### src/sv/tpe_pkg.sv
// shared types, constants and tables of the pwm expander refresher
package tpe_pkg;

	localparam int CHANNELS  = 64;
	localparam int STEPS     = 32;
	localparam int EXPANDERS = CHANNELS / 16;
	localparam int BYTES     = EXPANDERS * 4;
	localparam int ROWS      = (CHANNELS + 7) / 8;
	localparam int ROW_W     = $clog2(ROWS);
	localparam int CNT_W     = $clog2(BYTES);
	localparam int STEP_W    = (STEPS > 1) ? $clog2(STEPS) : 1;

	localparam logic [6:0] CH_LIMIT = 7'(CHANNELS);

	// item kinds
	localparam logic [1:0] KIND_WRITE   = 2'd0;
	localparam logic [1:0] KIND_REFRESH = 2'd1;
	localparam logic [1:0] KIND_SETUP   = 2'd2;

	// configuration register indexes
	localparam logic [1:0] REG_BASE_ADDR = 2'd0;
	localparam logic [1:0] REG_OUT_REG   = 2'd1;
	localparam logic [1:0] REG_DIR_REG   = 2'd2;

	localparam logic [6:0] BASE_ADDR_RST = 7'h20;
	localparam logic [7:0] OUT_REG_RST   = 8'h12;
	localparam logic [7:0] DIR_REG_RST   = 8'h00;

	localparam logic [7:0] TH_TAB [32] = '{
		8'h07, 8'h0F, 8'h17, 8'h1E, 8'h26, 8'h2E, 8'h36, 8'h3C,
		8'h45, 8'h4C, 8'h55, 8'h5B, 8'h64, 8'h6B, 8'h74, 8'h7A,
		8'h83, 8'h8A, 8'h93, 8'h99, 8'hA2, 8'hA9, 8'hB2, 8'hB8,
		8'hC1, 8'hC8, 8'hD1, 8'hD7, 8'hE0, 8'hE7, 8'hF0, 8'hF7
	};

	typedef struct packed {
		logic [1:0] kind;
		logic [5:0] channel_index;
		logic [7:0] level;
	} in_item_t;

	typedef struct packed {
		logic [7:0] bus_byte;
		logic       start_before;
		logic       stop_after;
		logic       last;
	} out_item_t;

	typedef struct packed {
		logic [1:0] op;
		logic [5:0] ch;
		logic [7:0] level;
	} q_entry_t;

	typedef struct packed {
		logic [6:0] base_addr;
		logic [7:0] out_reg;
		logic [7:0] dir_reg;
	} cfg_t;

endpackage

### src/sv/tpe_front.sv
// front end: accepts items, drops ignored ones, queues the rest
module tpe_front (
	input  logic              clk,
	input  logic              arst_n,
	input  logic              in_valid,
	output logic              in_stall,
	input  tpe_pkg::in_item_t in_data,
	output logic              q_valid,
	output tpe_pkg::q_entry_t q_entry,
	input  logic              q_pop
);

	tpe_pkg::q_entry_t ent_q [2];
	logic [1:0] count_q;
	logic       wr_ptr_q;
	logic       rd_ptr_q;
	logic       accept;
	logic       keep;
	logic       push;

	assign in_stall = (count_q == 2'd2);
	assign accept   = in_valid && !in_stall;
	assign keep     = (in_data.kind inside {tpe_pkg::KIND_REFRESH, tpe_pkg::KIND_SETUP}) ||
		((in_data.kind == tpe_pkg::KIND_WRITE) &&
		 ({1'b0, in_data.channel_index} < tpe_pkg::CH_LIMIT));
	assign push     = accept && keep;
	assign q_valid  = (count_q != 2'd0);
	assign q_entry  = ent_q[rd_ptr_q];

	always_ff @(posedge clk or negedge arst_n) begin
		if (!arst_n) begin
			count_q  <= 2'd0;
			wr_ptr_q <= 1'b0;
			rd_ptr_q <= 1'b0;
		end else begin
			if (push)
				wr_ptr_q <= !wr_ptr_q;
			if (q_pop)
				rd_ptr_q <= !rd_ptr_q;
			if (push && !q_pop)
				count_q <= count_q + 2'd1;
			else if (!push && q_pop)
				count_q <= count_q - 2'd1;
		end
	end

	always_ff @(posedge clk) begin
		if (push) begin
			ent_q[wr_ptr_q].op    <= in_data.kind;
			ent_q[wr_ptr_q].ch    <= in_data.channel_index;
			ent_q[wr_ptr_q].level <= in_data.level;
		end
	end

endmodule

### src/sv/tpe_back.sv
// back end: level store, byte sequencer and output register
module tpe_back (
	input  logic               clk,
	input  logic               arst_n,
	input  tpe_pkg::cfg_t      cfg,
	input  logic               q_valid,
	input  tpe_pkg::q_entry_t  q_entry,
	output logic               q_pop,
	output logic               out_valid,
	input  logic               out_stall,
	output tpe_pkg::out_item_t out_data
);

	localparam logic [1:0] POS_ADDR = 2'd0;
	localparam logic [1:0] POS_REG  = 2'd1;
	localparam logic [1:0] POS_D0   = 2'd2;
	localparam logic [1:0] POS_D1   = 2'd3;
	localparam logic [tpe_pkg::CNT_W-1:0] LAST_SLOT = tpe_pkg::CNT_W'(tpe_pkg::BYTES - 1);
	localparam logic [tpe_pkg::STEP_W-1:0] LAST_STEP = tpe_pkg::STEP_W'(tpe_pkg::STEPS - 1);

	// level store
	logic [63:0] mem_q [tpe_pkg::ROWS];
	logic [7:0]  vld_q [tpe_pkg::ROWS];

	// sequencer
	logic                        busy_q;
	logic [tpe_pkg::CNT_W-1:0]   cnt_q;
	logic                        refresh_q;
	logic [7:0]                  th_q;
	logic [7:0]                  reg_q;
	logic [tpe_pkg::STEP_W-1:0]  step_q;

	// byte stage
	logic                        valid_s1;
	logic [tpe_pkg::CNT_W-1:0]   slot_s1;
	logic                        refresh_s1;
	logic [7:0]                  th_s1;
	logic [7:0]                  reg_s1;
	logic [63:0]                 rdata_s1;
	logic [7:0]                  rvld_s1;

	logic                        out_valid_q;
	tpe_pkg::out_item_t          out_data_q;

	logic                        en;
	logic                        last_slot;
	logic                        wr_en;
	logic [tpe_pkg::ROW_W-1:0]   wr_row;
	logic [2:0]                  wr_lane;
	logic [tpe_pkg::ROW_W-1:0]   rd_row;
	logic [1:0]                  pos;
	logic [6:0]                  addr;
	logic [7:0]                  packed_bits;
	logic [7:0]                  lvl;
	tpe_pkg::out_item_t          nxt;

	assign en        = !out_valid_q || !out_stall;
	assign last_slot = (cnt_q == LAST_SLOT);
	assign q_pop     = en && q_valid && (!busy_q || last_slot);
	assign wr_en     = q_pop && (q_entry.op == tpe_pkg::KIND_WRITE);
	assign wr_row    = tpe_pkg::ROW_W'(q_entry.ch >> 3);
	assign wr_lane   = q_entry.ch[2:0];
	assign rd_row    = tpe_pkg::ROW_W'({cnt_q >> 2, cnt_q[0]});

	always_ff @(posedge clk or negedge arst_n) begin
		if (!arst_n) begin
			for (int r = 0; r < tpe_pkg::ROWS; r++)
				vld_q[r] <= 8'h00;
		end else if (wr_en) begin
			vld_q[wr_row][wr_lane] <= 1'b1;
		end
	end

	always_ff @(posedge clk) begin
		if (wr_en)
			mem_q[wr_row][{wr_lane, 3'b000} +: 8] <= q_entry.level;
		if (en) begin
			rdata_s1 <= mem_q[rd_row];
			rvld_s1  <= vld_q[rd_row];
		end
	end

	always_ff @(posedge clk or negedge arst_n) begin
		if (!arst_n) begin
			busy_q   <= 1'b0;
			cnt_q    <= '0;
			step_q   <= '0;
			valid_s1 <= 1'b0;
		end else if (en) begin
			valid_s1 <= busy_q;
			if (q_pop && (q_entry.op != tpe_pkg::KIND_WRITE)) begin
				busy_q <= 1'b1;
				cnt_q  <= '0;
				if (q_entry.op == tpe_pkg::KIND_REFRESH)
					step_q <= (step_q == LAST_STEP) ? '0 : step_q + 1'b1;
			end else if (busy_q) begin
				if (last_slot)
					busy_q <= 1'b0;
				cnt_q <= cnt_q + 1'b1;
			end
		end
	end

	always_ff @(posedge clk) begin
		if (en) begin
			if (q_pop && (q_entry.op != tpe_pkg::KIND_WRITE)) begin
				refresh_q <= (q_entry.op == tpe_pkg::KIND_REFRESH);
				th_q      <= tpe_pkg::TH_TAB[5'(step_q)];
				reg_q     <= (q_entry.op == tpe_pkg::KIND_REFRESH) ? cfg.out_reg : cfg.dir_reg;
			end
			slot_s1    <= cnt_q;
			refresh_s1 <= refresh_q;
			th_s1      <= th_q;
			reg_s1     <= reg_q;
		end
	end

	// byte formation
	assign pos  = slot_s1[1:0];
	assign addr = cfg.base_addr + 7'(slot_s1 >> 2);

	always_comb begin
		packed_bits = 8'hFF;
		for (int k = 0; k < 8; k++) begin
			lvl = rvld_s1[k] ? rdata_s1[k*8 +: 8] : 8'h00;
			if (lvl > th_s1)
				packed_bits[k] = 1'b0;
		end
	end

	always_comb begin
		nxt.start_before = (pos == POS_ADDR);
		nxt.stop_after   = (pos == POS_D1);
		nxt.last         = (slot_s1 == LAST_SLOT);
		case (pos)
			POS_ADDR: nxt.bus_byte = {addr, 1'b0};
			POS_REG:  nxt.bus_byte = reg_s1;
			POS_D0,
			POS_D1:   nxt.bus_byte = refresh_s1 ? packed_bits : 8'h00;
			default:  nxt.bus_byte = 8'h00;
		endcase
	end

	always_ff @(posedge clk or negedge arst_n) begin
		if (!arst_n)
			out_valid_q <= 1'b0;
		else if (en)
			out_valid_q <= valid_s1;
	end

	always_ff @(posedge clk) begin
		if (en)
			out_data_q <= nxt;
	end

	assign out_valid = out_valid_q;
	assign out_data  = out_data_q;

endmodule

### src/sv/threshold_pwm_expander_refresh.sv
// top level of the multichannel pwm refresher for 16-bit bus expanders
//
// in channel (in_valid, in_stall, in_data): a write item stores one channel
// level and gives no bytes; a refresh tick gives 16 bus bytes, four per
// expander (address, output register, two pin data bytes); a set-up item
// gives the same run with the direction register and zero data bytes.
// kind 3 and writes to channels past the channel count are taken and dropped.
// out channel (out_valid, out_stall, out_data): one bus byte per transfer,
// with start, stop and end-of-run marks.
// cfg channel (cfg_valid, cfg_ready, cfg_index, cfg_data): always ready; the
// user must write it only while the block is idle; this is not enforced.
// the first byte of a run passes the queue, the sequencer, the byte stage
// and the output register. throughput: one byte per cycle while the receiver
// does not stall, and runs follow each other without a gap. the rate is set
// by the byte sequencer reading one 8-level row of the level store per cycle.
// a two-entry queue between front and back keeps input transfers going while
// the receiver stalls until the queue is full; a stall freezes the back end
// with its byte held. reset clears all levels (per-channel valid bits), the
// step counter and the queue, and loads the register reset values; no
// clearing pass is needed.
module threshold_pwm_expander_refresh (
	input  logic               clk,
	input  logic               arst_n,
	input  logic               in_valid,
	output logic               in_stall,
	input  tpe_pkg::in_item_t  in_data,
	output logic               out_valid,
	input  logic               out_stall,
	output tpe_pkg::out_item_t out_data,
	input  logic               cfg_valid,
	output logic               cfg_ready,
	input  logic [1:0]         cfg_index,
	input  logic [7:0]         cfg_data
);

	tpe_pkg::cfg_t     cfg_q;
	logic              q_valid;
	tpe_pkg::q_entry_t q_entry;
	logic              q_pop;

	assign cfg_ready = 1'b1;

	always_ff @(posedge clk or negedge arst_n) begin
		if (!arst_n) begin
			cfg_q.base_addr <= tpe_pkg::BASE_ADDR_RST;
			cfg_q.out_reg   <= tpe_pkg::OUT_REG_RST;
			cfg_q.dir_reg   <= tpe_pkg::DIR_REG_RST;
		end else if (cfg_valid && cfg_ready) begin
			case (cfg_index)
				tpe_pkg::REG_BASE_ADDR: cfg_q.base_addr <= cfg_data[6:0];
				tpe_pkg::REG_OUT_REG:   cfg_q.out_reg   <= cfg_data;
				tpe_pkg::REG_DIR_REG:   cfg_q.dir_reg   <= cfg_data;
				default: ;
			endcase
		end
	end

	tpe_front u_front (
		.clk      (clk),
		.arst_n   (arst_n),
		.in_valid (in_valid),
		.in_stall (in_stall),
		.in_data  (in_data),
		.q_valid  (q_valid),
		.q_entry  (q_entry),
		.q_pop    (q_pop)
	);

	tpe_back u_back (
		.clk       (clk),
		.arst_n    (arst_n),
		.cfg       (cfg_q),
		.q_valid   (q_valid),
		.q_entry   (q_entry),
		.q_pop     (q_pop),
		.out_valid (out_valid),
		.out_stall (out_stall),
		.out_data  (out_data)
	);

endmodule

### config.mk
export PLATFORM = sky130hd
export DESIGN_NAME = threshold_pwm_expander_refresh
export DESIGN_NICKNAME = d
export VERILOG_FILES = /design/src/sv/tpe_pkg.sv /design/src/sv/tpe_front.sv /design/src/sv/tpe_back.sv /design/src/sv/threshold_pwm_expander_refresh.sv
export SDC_FILE = /design/constraint.sdc
export NUM_CORES = 1
export LEC_CHECK = 0
export ABC_AREA = 1
export ABC_CLOCK_PERIOD_IN_PS = 10430
export BUFFER_PORTS_ARGS = -buffer_cell sky130_fd_sc_hd__buf_2
export CELL_PAD_IN_SITES_DETAIL_PLACEMENT = 0
export CELL_PAD_IN_SITES_GLOBAL_PLACEMENT = 1
export CORE_UTILIZATION = 35
export CTS_BUF_LIST = sky130_fd_sc_hd__clkbuf_4 sky130_fd_sc_hd__clkbuf_8
export DETAILED_ROUTE_END_ITERATION = 12
export PLACE_DENSITY = 0.7
export REMOVE_ABC_BUFFERS = 1
export SKIP_CTS_REPAIR_TIMING = 1
export SLEW_MARGIN = 5
export SYNTH_ARGS = -nofsm -noshare
export SYNTH_HDL_FRONTEND = slang
export SYNTH_SLANG_ARGS = --single-unit
### constraint.sdc
create_clock -name clk -period 10.43 [get_ports clk]
set_clock_uncertainty 0.15 [all_clocks]
set_input_delay 2.086 -clock clk [delete_from_list [all_inputs] [get_ports clk]]
set_output_delay 2.086 -clock clk [all_outputs]
set_load 0.05 [all_outputs]
======== Yosys cells after proc, flatten, opt, wreduce, memory -nomap -nowiden ========
Memories as Yosys holds them, arrays and structs flattened. A register that Yosys moved wholly into a read port is not among the register bits.
Cells that the tools add are included.
word-level totals
  register bits after elaboration ......... 152
  bits in latches ......................... 0
  RAM bits ................................ 544
  memory bits (read-only) ................. 256
  memories ................................ 3
cells by class
  $add $sub $neg .......................... 6
  multiply operators ...................... 0
  divide/modulo/power cells ............... 0
  $lt $le $gt $ge ......................... 13
  eq/ne operators ......................... 12
  shift operators ......................... 2
  multiplexer cells ....................... 38
  bitwise gates (word level) .............. 4
  reductions and logical operators ........ 37
memory list
  memory           words  width  rd ports  clocked after memory_dff  write ports  RTL line         RTL
  u_back.mem_q     8      64     1         1                         1            tpe_back.sv:22   logic [63:0] mem_q [tpe_pkg::ROWS];
  (no name shown)  32     8      1         1                         0            tpe_back.sv:108  th_q <= tpe_pkg::TH_TAB[5'(step_q)];
  u_front.ent_q    2      16     1         0                         1            tpe_front.sv:13  tpe_pkg::q_entry_t ent_q [2];
operator list
  kind                      count
  $mux W8                   13
  $gt A8 B8 Y1              8
  $mux W64                  1
  $or A64 B64 Y64           1
  $shift A8 B8 Y64 const A  1
  $shiftx A8 B8 Y64         1
  $bmux W8 S3               1
  $demux W8 S3              1
  $pmux W8 S3               1
  $mux W1                   15
  $eq A2 B2 Y1 const B      5
  $logic_and A1 B1 Y1       10
  $reduce_and A2 Y1         5
  $reduce_bool A2 Y1        5
  $eq A2 B1 Y1 const B      4
  $eq A4 B4 Y1 const B      2
  $ge A4 B4 Y1 const B      2
  $logic_not A1 Y1          8
  $logic_not A2 Y1          4
  $mux W4                   2
  $neg A6 Y8                1
  $not A3 Y4                2
  $add A7 B2 Y7             1
  $not A5 Y6                1
  other kinds (14)          17

======== Longest topological paths before layout ========
Gate-level depths: netlist (run 1).
  depth in word-level cells ............... 8
  depth in mapped cells ................... 13

======== Modules after synthesis ========
A second synthesis (run 1) with hierarchy kept.
second synthesis, totals
  cell total of the unflattened synthesis .. 2787
  area total of the unflattened synthesis .. 32507.4 um^2
by module, submodules not included
  module                          times used  cells each  area an instance (um^2)
  tpe_back                        1           2602        30063.8
  tpe_front                       1           80          1430.1
  threshold_pwm_expander_refresh  1           105         1013.5

======== Worst setup path before layout (run 1) ========
Ideal clock, no wire load.
  path kind ............................... input port to flip-flop
  start point ............................. input port out_stall
  end point ............................... memory u_back.mem_q[0][0] (enable)
  setup time .............................. 0.383 ns
  arrival time ............................ 6.004 ns
  setup slack ............................. 3.893 ns
  cell stages on the path ................. 7
  buffers on the path ..................... 0
  path through ............................ nand2_1 > inv_1 > a21oi_1 > nand2_1 > nor2_8 > nand2_4 > nor3_1
on the way
  word-level cells in the longest chain between the ends .. 7
RTL lines
  item                               RTL line                              RTL
  start, declared                    threshold_pwm_expander_refresh.sv:28  input logic out_stall,
  $logic_not A1 Y1                   tpe_back.sv:57                        assign en = !out_valid_q || !out_stall;
  $logic_or A1 B1 Y1                 tpe_back.sv:57
  $logic_and A1 B1 Y1 (2 in series)  tpe_back.sv:59                        assign q_pop = en && q_valid && (!busy_q || last_slot);
  $logic_and A1 B1 Y1                tpe_back.sv:60                        assign wr_en = q_pop && (q_entry.op == tpe_pkg::KIND_WRITE);
  $mux W1                            tpe_back.sv:75                        if (wr_en)
  $mux W64 (implied by the code)     tpe_back.sv:76                        mem_q[wr_row][{wr_lane, 3'b000} +: 8] <= q_entry.level;
  end, declared                      tpe_back.sv:22
No other way between the ends.

======== Final worst setup path (run 1) ========
  start point ............................. input port out_stall
  end point ............................... memory u_back.mem_q[1][2] (enable)
on the way
  word-level cells in the longest chain between the ends .. 7
RTL lines
  item                               RTL line        RTL
  $logic_not A1 Y1                   tpe_back.sv:57
  $logic_or A1 B1 Y1                 tpe_back.sv:57
  via u_back.en                      tpe_back.sv:45  logic en;
  $logic_and A1 B1 Y1 (2 in series)  tpe_back.sv:59
  $logic_and A1 B1 Y1                tpe_back.sv:60
  $mux W1                            tpe_back.sv:75
  $mux W64 (implied by the code)     tpe_back.sv:76
The timed path passes the listed nets, and every way through them passes these cells.

==> results of run 1 <==
report_power, final:
part	switching [mW]	total [mW]	leakage, nW	internal (mW)
Clock	1.14	2.54	1.27	1.40
Combinational	2.40	3.21	5.30	0.808
Sequential	0.188	4.08	7.32	3.89
Total	3.73	9.83	13.9	6.10
logic make-up after synthesis:
group           after synthesis
simple gates               1066
flops                       768
compound gates              579
buf+inv                     331
fa+ha+maj                    77
mux                           8
xor+xnor                      7
other cells                   1
worst min path at each step:
stage,from,endpoint,slack [ns]
after global placement,u_back.th_q[0]$_DFFE_PP_,u_back.th_s1[0]$_DFFE_PP_,0.25
final,u_back.reg_q[2]$_DFFE_PP_,u_back.reg_s1[2]$_DFFE_PP_,0.26
after global routing,u_back.reg_q[5]$_DFFE_PP_,u_back.reg_s1[5]$_DFFE_PP_,0.27
after detailed placement,u_back.th_q[3]$_DFFE_PP_,u_back.th_s1[3]$_DFFE_PP_,0.25
after CTS,u_back.reg_q[2]$_DFFE_PP_,u_back.reg_s1[2]$_DFFE_PP_,0.26
after floorplan,u_back.refresh_q$_DFFE_PP_,u_back.refresh_s1$_DFFE_PP_,0.25
flip-flops by register name (all words and copies together), names as in the netlist, 2 cells and up:
| name | cells |
|---|---|
| u_back.th_s1 | 8 |
| u_back.reg_q | 8 |
| u_back.cnt_q | 4 |
| u_front.ent_q | 32 |
| u_back.step_q | 5 |
| u_back.th_q | 8 |
| u_back.reg_s1 | 8 |
| u_back.mem_q | 512 |
| u_front.count_q | 2 |
| u_back.slot_s1 | 4 |
| cfg_q | 23 |
| u_back.rvld_s1 | 8 |
| u_back.out_data | 11 |
| u_back.vld_q | 64 |
| u_back.rdata_s1 | 64 |
critical path: cells and delay by family:
kind / cells / cell delay, ns
simple gates: 5 / 1.98
compound gates: 1 / 0.18
buf+inv: 3 / 0.79
cells in the final DEF, fill, tap and decap left out, types with 14 or more instances in the layout:
cell type,n
nand2_1,549
a21oi_1,57
o21ai_0,341
edfxtp_1,665
nor2_1,431
ha_1,76
inv_1,189
nand3_1,52
clkbuf_8,126
clkinv_1,21
buf_4,29
clkinv_2,14
dfrtp_1,97
clkbuf_4,42
buf_2,42
o21bai_1,29
o22ai_1,128
metal layers:
metal / vias up / GRT usage
met5: - / 0
met4: 0 / 0.0709
met3: 162 / 0.0299
met2: 760 / 0.294
met1: 10123 / 0.249
li1: 9957 / -
layout make-up:
| cell class | instances | area (um^2) | area share |
|---|---|---|---|
| Antenna cell | 1 | 2.50 | 0.0000691 |
| Clock buffer | 168 | 2050 | 0.0566 |
| Clock inverter | 40 | 329 | 0.00909 |
| Inverter | 200 | 763 | 0.0211 |
| Multi-Input combinational cell | 1738 | 8580 | 0.237 |
| Sequential cell | 768 | 22600 | 0.623 |
| Tap cell | 1186 | 1480 | 0.0410 |
| Timing Repair Buffer | 71 | 428 | 0.0118 |
==> flow_summary.toml, run 1 <==
[worst_setup_path]
critical-path-slowest-cell = "nor3_1"
startpoint_of_the_lowest_slack_register_to_register_path = "u_front.rd_ptr_q$_DFFE_PN0P_"
worst-endpoint-required_ns = 10.60
setup.worst_path.end = "u_back.mem_q[1][2]$_DFFE_PP_"
kind_of_capture_point_of_the_worst_setup_path = "flop"
timing.setup.critical_path_class = "in -> reg"
reg2reg_to = "u_back.mem_q[1][2]$_DFFE_PP_"
path_cells = "buf_2, nand2_4, inv_1, a21oi_1, nand2_1, nor2_8, buf_4, nand2_4, nor3_1"
worst_ep_arrival_time_ns = 5.11
crit_path_max_incr_delay_ns = 0.92
regToRegSetupSlack_ns = 6.19
worstSetupStartpoint = "out_stall"
worst_path_most_repeated_cell = "nand2_4"
start_kind = "input port"
worst-r2r-cell-count = 10
worst-path-max-fanout = 38

[sta]
fin_crit_sh = 0.474
finalMaxSlewViolations = 0
timing.hold.ws_ns = 0.262
hold_viol = 0
slew-limit-headroom = 0.201
fin_crit_ns = 4.94
finalSetupTns_ns = 0
finalSetupViolCount = 0
worstMarginPinSlew_ns = 1.20
fmax_mhz = 202
rsz0062_at_grt = "no"
fin_ws_ns = 5.49

[clock_tree]
cts-htree-levels = 3
numCtsBuffers = 116
clockBufferDepth = 3
cts_root_buf = "clkbuf_8"
clk-insertion-delay-late_ns = 0.72
clock_tree_from_tritoncts = "done"
tritoncts_num_sinks = 768
clk_pin_slew_worst_paths_ns = 0.06

[route]
drt-wirelength-per-cell_um = 20.6
uppermost_metal_layer_occupied_by_signal_nets = "met4"
drt_wirelength_um = 86100
route.layer.met1.wl_um = 37600
drc = 0
ant_nets = 0
met3_wire_length_um = 5960
via_count = 21002
drt_first_iter_violations = 2016
via_per_inst = 5.03
dr.pass1.iters = 6
met2_length_um = 39800

[logic_synthesis]
synthAdderAreaFrac = 0.0300
synthCells = 2837
synthXorXnorAreaFrac = 0.00189
muxShareOfSynthArea = 0.00247
synth_top_cells_by_area = "edfxtp_1 62%, dfrtp_1 7.7%, nand2_1 6.4%"
synth_compound_gate_area_share = 0.0989
synth_top_family_by_area = "simple AND/OR/NAND/NOR gates"
synth-simple-area-share = 0.130
ys_top_cells_by_count = "665 x edfxtp_1, 550 x nand2_1, 431 x nor2_1, 341 x o21ai_0, 190 x inv_1"
ys_seq_area_frac = 0.696
synthArstFlopShare = 0.134
syn-cell-area_mm2 = 0.0324
dominantRegCellSynth = "edfxtp_1"
syn_avg_cell_area_um2 = 11.4
synth_top_cell_area_share = 0.617
synth_largest_area_cell = "edfxtp_1"
ys_warn_count = 0
synthDistinctLibCells = 41
post-synth-top-count-cell = "edfxtp_1"
synth_enable_flop_cells = 665
synth.ff_latch_count = 768

[grt]
grt_pass1_vias = 20527
grt_first_pass_wirelength_um = 128000
grt_antenna_before_repair = 2
grtUsageTotal = 0.183
grt-ovfl-total = 0
largest_net_degree_at_the_start_of_global_routing = 130

[power_and_ir_drop]
total_leakage_power_nw = 13.9
finalPower_mw = 9.83
p_per_area_mw_per_mm2 = 272
ir_drop_mv = 0.174

[floorplan]
start_util = 0.353
rows = 111
floorplan.io_pins = 45
fp.dieH_um = 306
core_region_area_mm2 = 0.0917
die_width_um = 306
die-area_mm2 = 0.0938

[cells_and_area]
share_of_layout_cells_above_drive_strength_1 = 0.102
fin_area_mm2 = 0.0362
filler_cell_count = 8845
post_layout_nonfiller_instances = 4172
areaGrowthSynthToFinish_pct = 11.8
utilization = 0.395
nNetsFinal = 3003

[hold_path]
hold_path.class = "reg -> reg"
worstHoldPathCells = 0

[run_status]
run_status = "completed"

[place]
post-place-cells = 3963
finalWeightedCongestion = 0.836
place.detailed.hpwl_um = 53500
placed_area_mm2 = 0.0338
io_buf_count = 43
detailedPlace.worstSlack_ns = 4.76

[run]
cap_violations = 0
Note: power is estimated with default switching activity, not from simulation.
==> run 2: changes to the inputs <==
--- a/config.mk
+++ b/config.mk
@@ -5,15 +5,15 @@
 export SDC_FILE = /design/constraint.sdc
 export NUM_CORES = 1
 export LEC_CHECK = 0
-export ABC_AREA = 1
-export ABC_CLOCK_PERIOD_IN_PS = 10430
+export ABC_AREA = 0
+export ABC_CLOCK_PERIOD_IN_PS = 5200
 export BUFFER_PORTS_ARGS = -buffer_cell sky130_fd_sc_hd__buf_2
 export CELL_PAD_IN_SITES_DETAIL_PLACEMENT = 0
 export CELL_PAD_IN_SITES_GLOBAL_PLACEMENT = 1
 export CORE_UTILIZATION = 35
 export CTS_BUF_LIST = sky130_fd_sc_hd__clkbuf_4 sky130_fd_sc_hd__clkbuf_8
 export DETAILED_ROUTE_END_ITERATION = 12
-export PLACE_DENSITY = 0.7
+export PLACE_DENSITY = 0.67
 export REMOVE_ABC_BUFFERS = 1
 export SKIP_CTS_REPAIR_TIMING = 1
 export SLEW_MARGIN = 5
==> constraint.sdc (replaced) <==
create_clock -name clk -period 5.2 [get_ports clk]
set_clock_uncertainty 0.15 [all_clocks]
set_input_delay 1.04 -clock clk [delete_from_list [all_inputs] [get_ports clk]]
set_output_delay 1.04 -clock clk [all_outputs]
set_load 0.05 [all_outputs]
==> run 2 against run 1 <==
  * The run now ends with design-rule violations left
  * Synthesized cell count is 39% lower
  * Highest routed layer is now met5
  * Flip-flop and latch count stayed put
  * Via count is 23% lower
  * Critical path depth is 1 lower
  * Non-clock buffer count is 6 lower
  * Utilization is 0.84 points higher
  * Sequential share of layout area is 0.79 points higher
  * Register-to-register slack worse by 4.7 ns
  * Sequential power is 99% higher
  * Die area is 2.9% lower
==> flow_summary.toml, run 2 <==
[grt]
grt-ovfl-total = 0
grtUsageTotal = 0.161
largest_net_degree_at_the_start_of_global_routing = 89
grt_antenna_before_repair = 4
grt_pass1_vias = 16400
grt_first_pass_wirelength_um = 108000

[cells_and_area]
layout.cells.most_common = "edfxtp_1"
largest_register_ffs = 512
filler_cell_count = 7865
areaGrowthSynthToFinish_pct = 13.7
max_flop_register = "u_back.mem_q"
nNetsFinal = 1956
share_of_layout_cells_above_drive_strength_1 = 0.281
reg_top3 = "u_back.mem_q x512, u_back.rdata_s1 x64, u_back.vld_q x64"
layout_common_cells = "665 x edfxtp_1, 149 x nor2_1, 144 x mux4_2"

[worst_setup_path]
worst-endpoint-required_ns = 5.41
crit_path_max_incr_delay_ns = 0.73
worst_path_most_repeated_cell = "ha_1"
start_kind = "flop"
path_cells = "buf_4, nor2b_1, a21oi_1, ha_1, ha_1, nor3b_1, nand3_1, nor2_1"
regToRegSetupSlack_ns = 1.48
startpoint_of_the_lowest_slack_register_to_register_path = "u_front.rd_ptr_q$_DFFE_PN0P_"
critical-path-slowest-cell = "nor2_1"
kind_of_capture_point_of_the_worst_setup_path = "flop"
worst_ep_arrival_time_ns = 3.94
timing.setup.critical_path_class = "reg -> reg"
worst-r2r-cell-count = 8
worst-path-max-fanout = 32
reg2reg_to = "u_back.mem_q[4][27]$_DFFE_PP_"

[route]
ant_nets = 0
drt_first_iter_violations = 1519
via_per_inst = 5.19
drt-wirelength-per-cell_um = 23.3
drt_wirelength_um = 72700
via_count = 16169
dr.pass1.iters = 10
drc = 7

[sta]
fin_crit_ns = 3.72
hold_viol = 0
rsz0062_at_grt = "no"
fin_crit_sh = 0.716
slew-limit-headroom = 0.132
fmax_mhz = 269
finalSetupTns_ns = 0
worstMarginPinSlew_ns = 1.27
finalSetupViolCount = 0
timing.hold.ws_ns = 0.146
finalMaxSlewViolations = 0

[power_and_ir_drop]
total_leakage_power_nw = 12.7
finalPower_mw = 18.3
p_per_area_mw_per_mm2 = 512
ir_drop_mv = 0.401

[floorplan]
fp.dieH_um = 302
die_width_um = 302
die-area_mm2 = 0.0911
floorplan.io_pins = 45
start_util = 0.355
core_region_area_mm2 = 0.0886
rows = 109

[clock_tree]
cts-htree-levels = 3
clk_pin_slew_worst_paths_ns = 0.06
tritoncts_num_sinks = 768
clockBufferDepth = 3
cts_root_buf = "clkbuf_8"
clk-insertion-delay-late_ns = 0.75
numCtsBuffers = 120
clock_tree_from_tritoncts = "done"

[hold_path]
hold_path.class = "in -> async"

[logic_synthesis]
dominantRegCellSynth = "edfxtp_1"
synth_enable_flop_cells = 665
ys_seq_area_frac = 0.717
syn_avg_cell_area_um2 = 18.2
syn-cell-area_mm2 = 0.0314
synth_top_cells_by_area = "edfxtp_1 64%, mux4_2 10%, dfrtp_1 8.0%"
post-synth-top-count-cell = "edfxtp_1"
synthDistinctLibCells = 66
synth_top_cell_area_share = 0.635
synthCells = 1725
ys_top_cells_by_count = "665 x edfxtp_1, 149 x nor2_1, 144 x mux4_2, 107 x mux2_2, 100 x dfrtp_1"
synthArstFlopShare = 0.134
ys_warn_count = 0
synth.ff_latch_count = 768
synth_largest_area_cell = "edfxtp_1"

[run_status]
run_status = "finished, violations left"
violations_in_the_final_reports = "design-rule violations"

[place]
place.detailed.hpwl_um = 47800
io_buf_count = 43
finalWeightedCongestion = 0.814

[run]
cap_violations = 0
==> run 2: cell type report <==
type	count	area, um^2	share of cell area
clock buffers	169	2100	0.0588
diodes	2	5.00	0.000140
clock inverters	53	577	0.0161
repair buffers	65	408	0.0114
multi-input cells	869	8540	0.239
inverters	24	90.1	0.00252
flip-flops and latches	768	22600	0.631
well taps	1165	1460	0.0408
==> run 2: kinds of logic after synthesis <==
| kind of cell | synth area share |
|---|---|
| AO/OA/AOI/OAI | 0.0377 |
| XOR/XNOR | 0.00334 |
| adder cells (fa/ha/maj) | 0.0309 |
| buffers and inverters | 0.0114 |
| flip-flops | 0.717 |
| multiplexers | 0.145 |
| other | 0.000119 |
| AND/OR/NAND/NOR | 0.0542 |
==> run 2: worst max-delay path, delay by kind of cell, from the launching register on <==
| family | cells | cell delay [ns] |
|---|---|---|
| buffers and inverters | 1 | 0.26 |
| adder cells (fa/ha/maj) | 2 | 0.52 |
| AND/OR/NAND/NOR | 4 | 1.96 |
| flip-flops | 1 | 0.38 |
| AO/OA/AOI/OAI | 1 | 0.07 |
==> run 2: per-layer routing <==
metal	up-vias	track usage	wire (um)
met1	8335	0.235	33300
met3	145	0.0305	5010
met2	611	0.240	32200
met5	-	0	10
li1	7076	-	-
met4	2	0.0544	2160
==> run 2: how the worst max path moves through the flow <==
stage                                 start                            end  slack, ns
2_1_floorplan   u_back.cnt_q[0]$_DFFE_PN0P_    u_back.cnt_q[0]$_DFFE_PN0P_      -3.21
3_5_place_dp    u_back.cnt_q[0]$_DFFE_PN0P_  u_back.mem_q[1][25]$_DFFE_PP_       1.43
3_3_place_gp   u_front.rd_ptr_q$_DFFE_PN0P_  u_back.mem_q[0][28]$_DFFE_PP_       1.58
4_1_cts        u_front.rd_ptr_q$_DFFE_PN0P_  u_back.mem_q[1][26]$_DFFE_PP_       1.42
5_1_grt         u_back.cnt_q[0]$_DFFE_PN0P_  u_back.mem_q[1][30]$_DFFE_PP_       1.20
6_report       u_front.rd_ptr_q$_DFFE_PN0P_  u_back.mem_q[4][27]$_DFFE_PP_       1.48
==> run 2: where the power goes <==
| part | switching [mW] | internal, mW |
|---|---|---|
| registers | 0.429 | 7.70 |
| clock network | 2.41 | 3.17 |
| logic | 2.72 | 1.86 |
==> run 2: per-stage QoR <==
step,instances,setup WS (ns),utilization,cell area (um^2)
after floorplan,1661,-3.21,-,31200
after global placement,2891,1.58,0.373,33100
after detailed placement,2891,1.43,0.373,33100
after CTS,3113,1.42,0.403,35700
after global routing,3115,1.20,0.403,35700
final,3115,1.48,0.403,35700
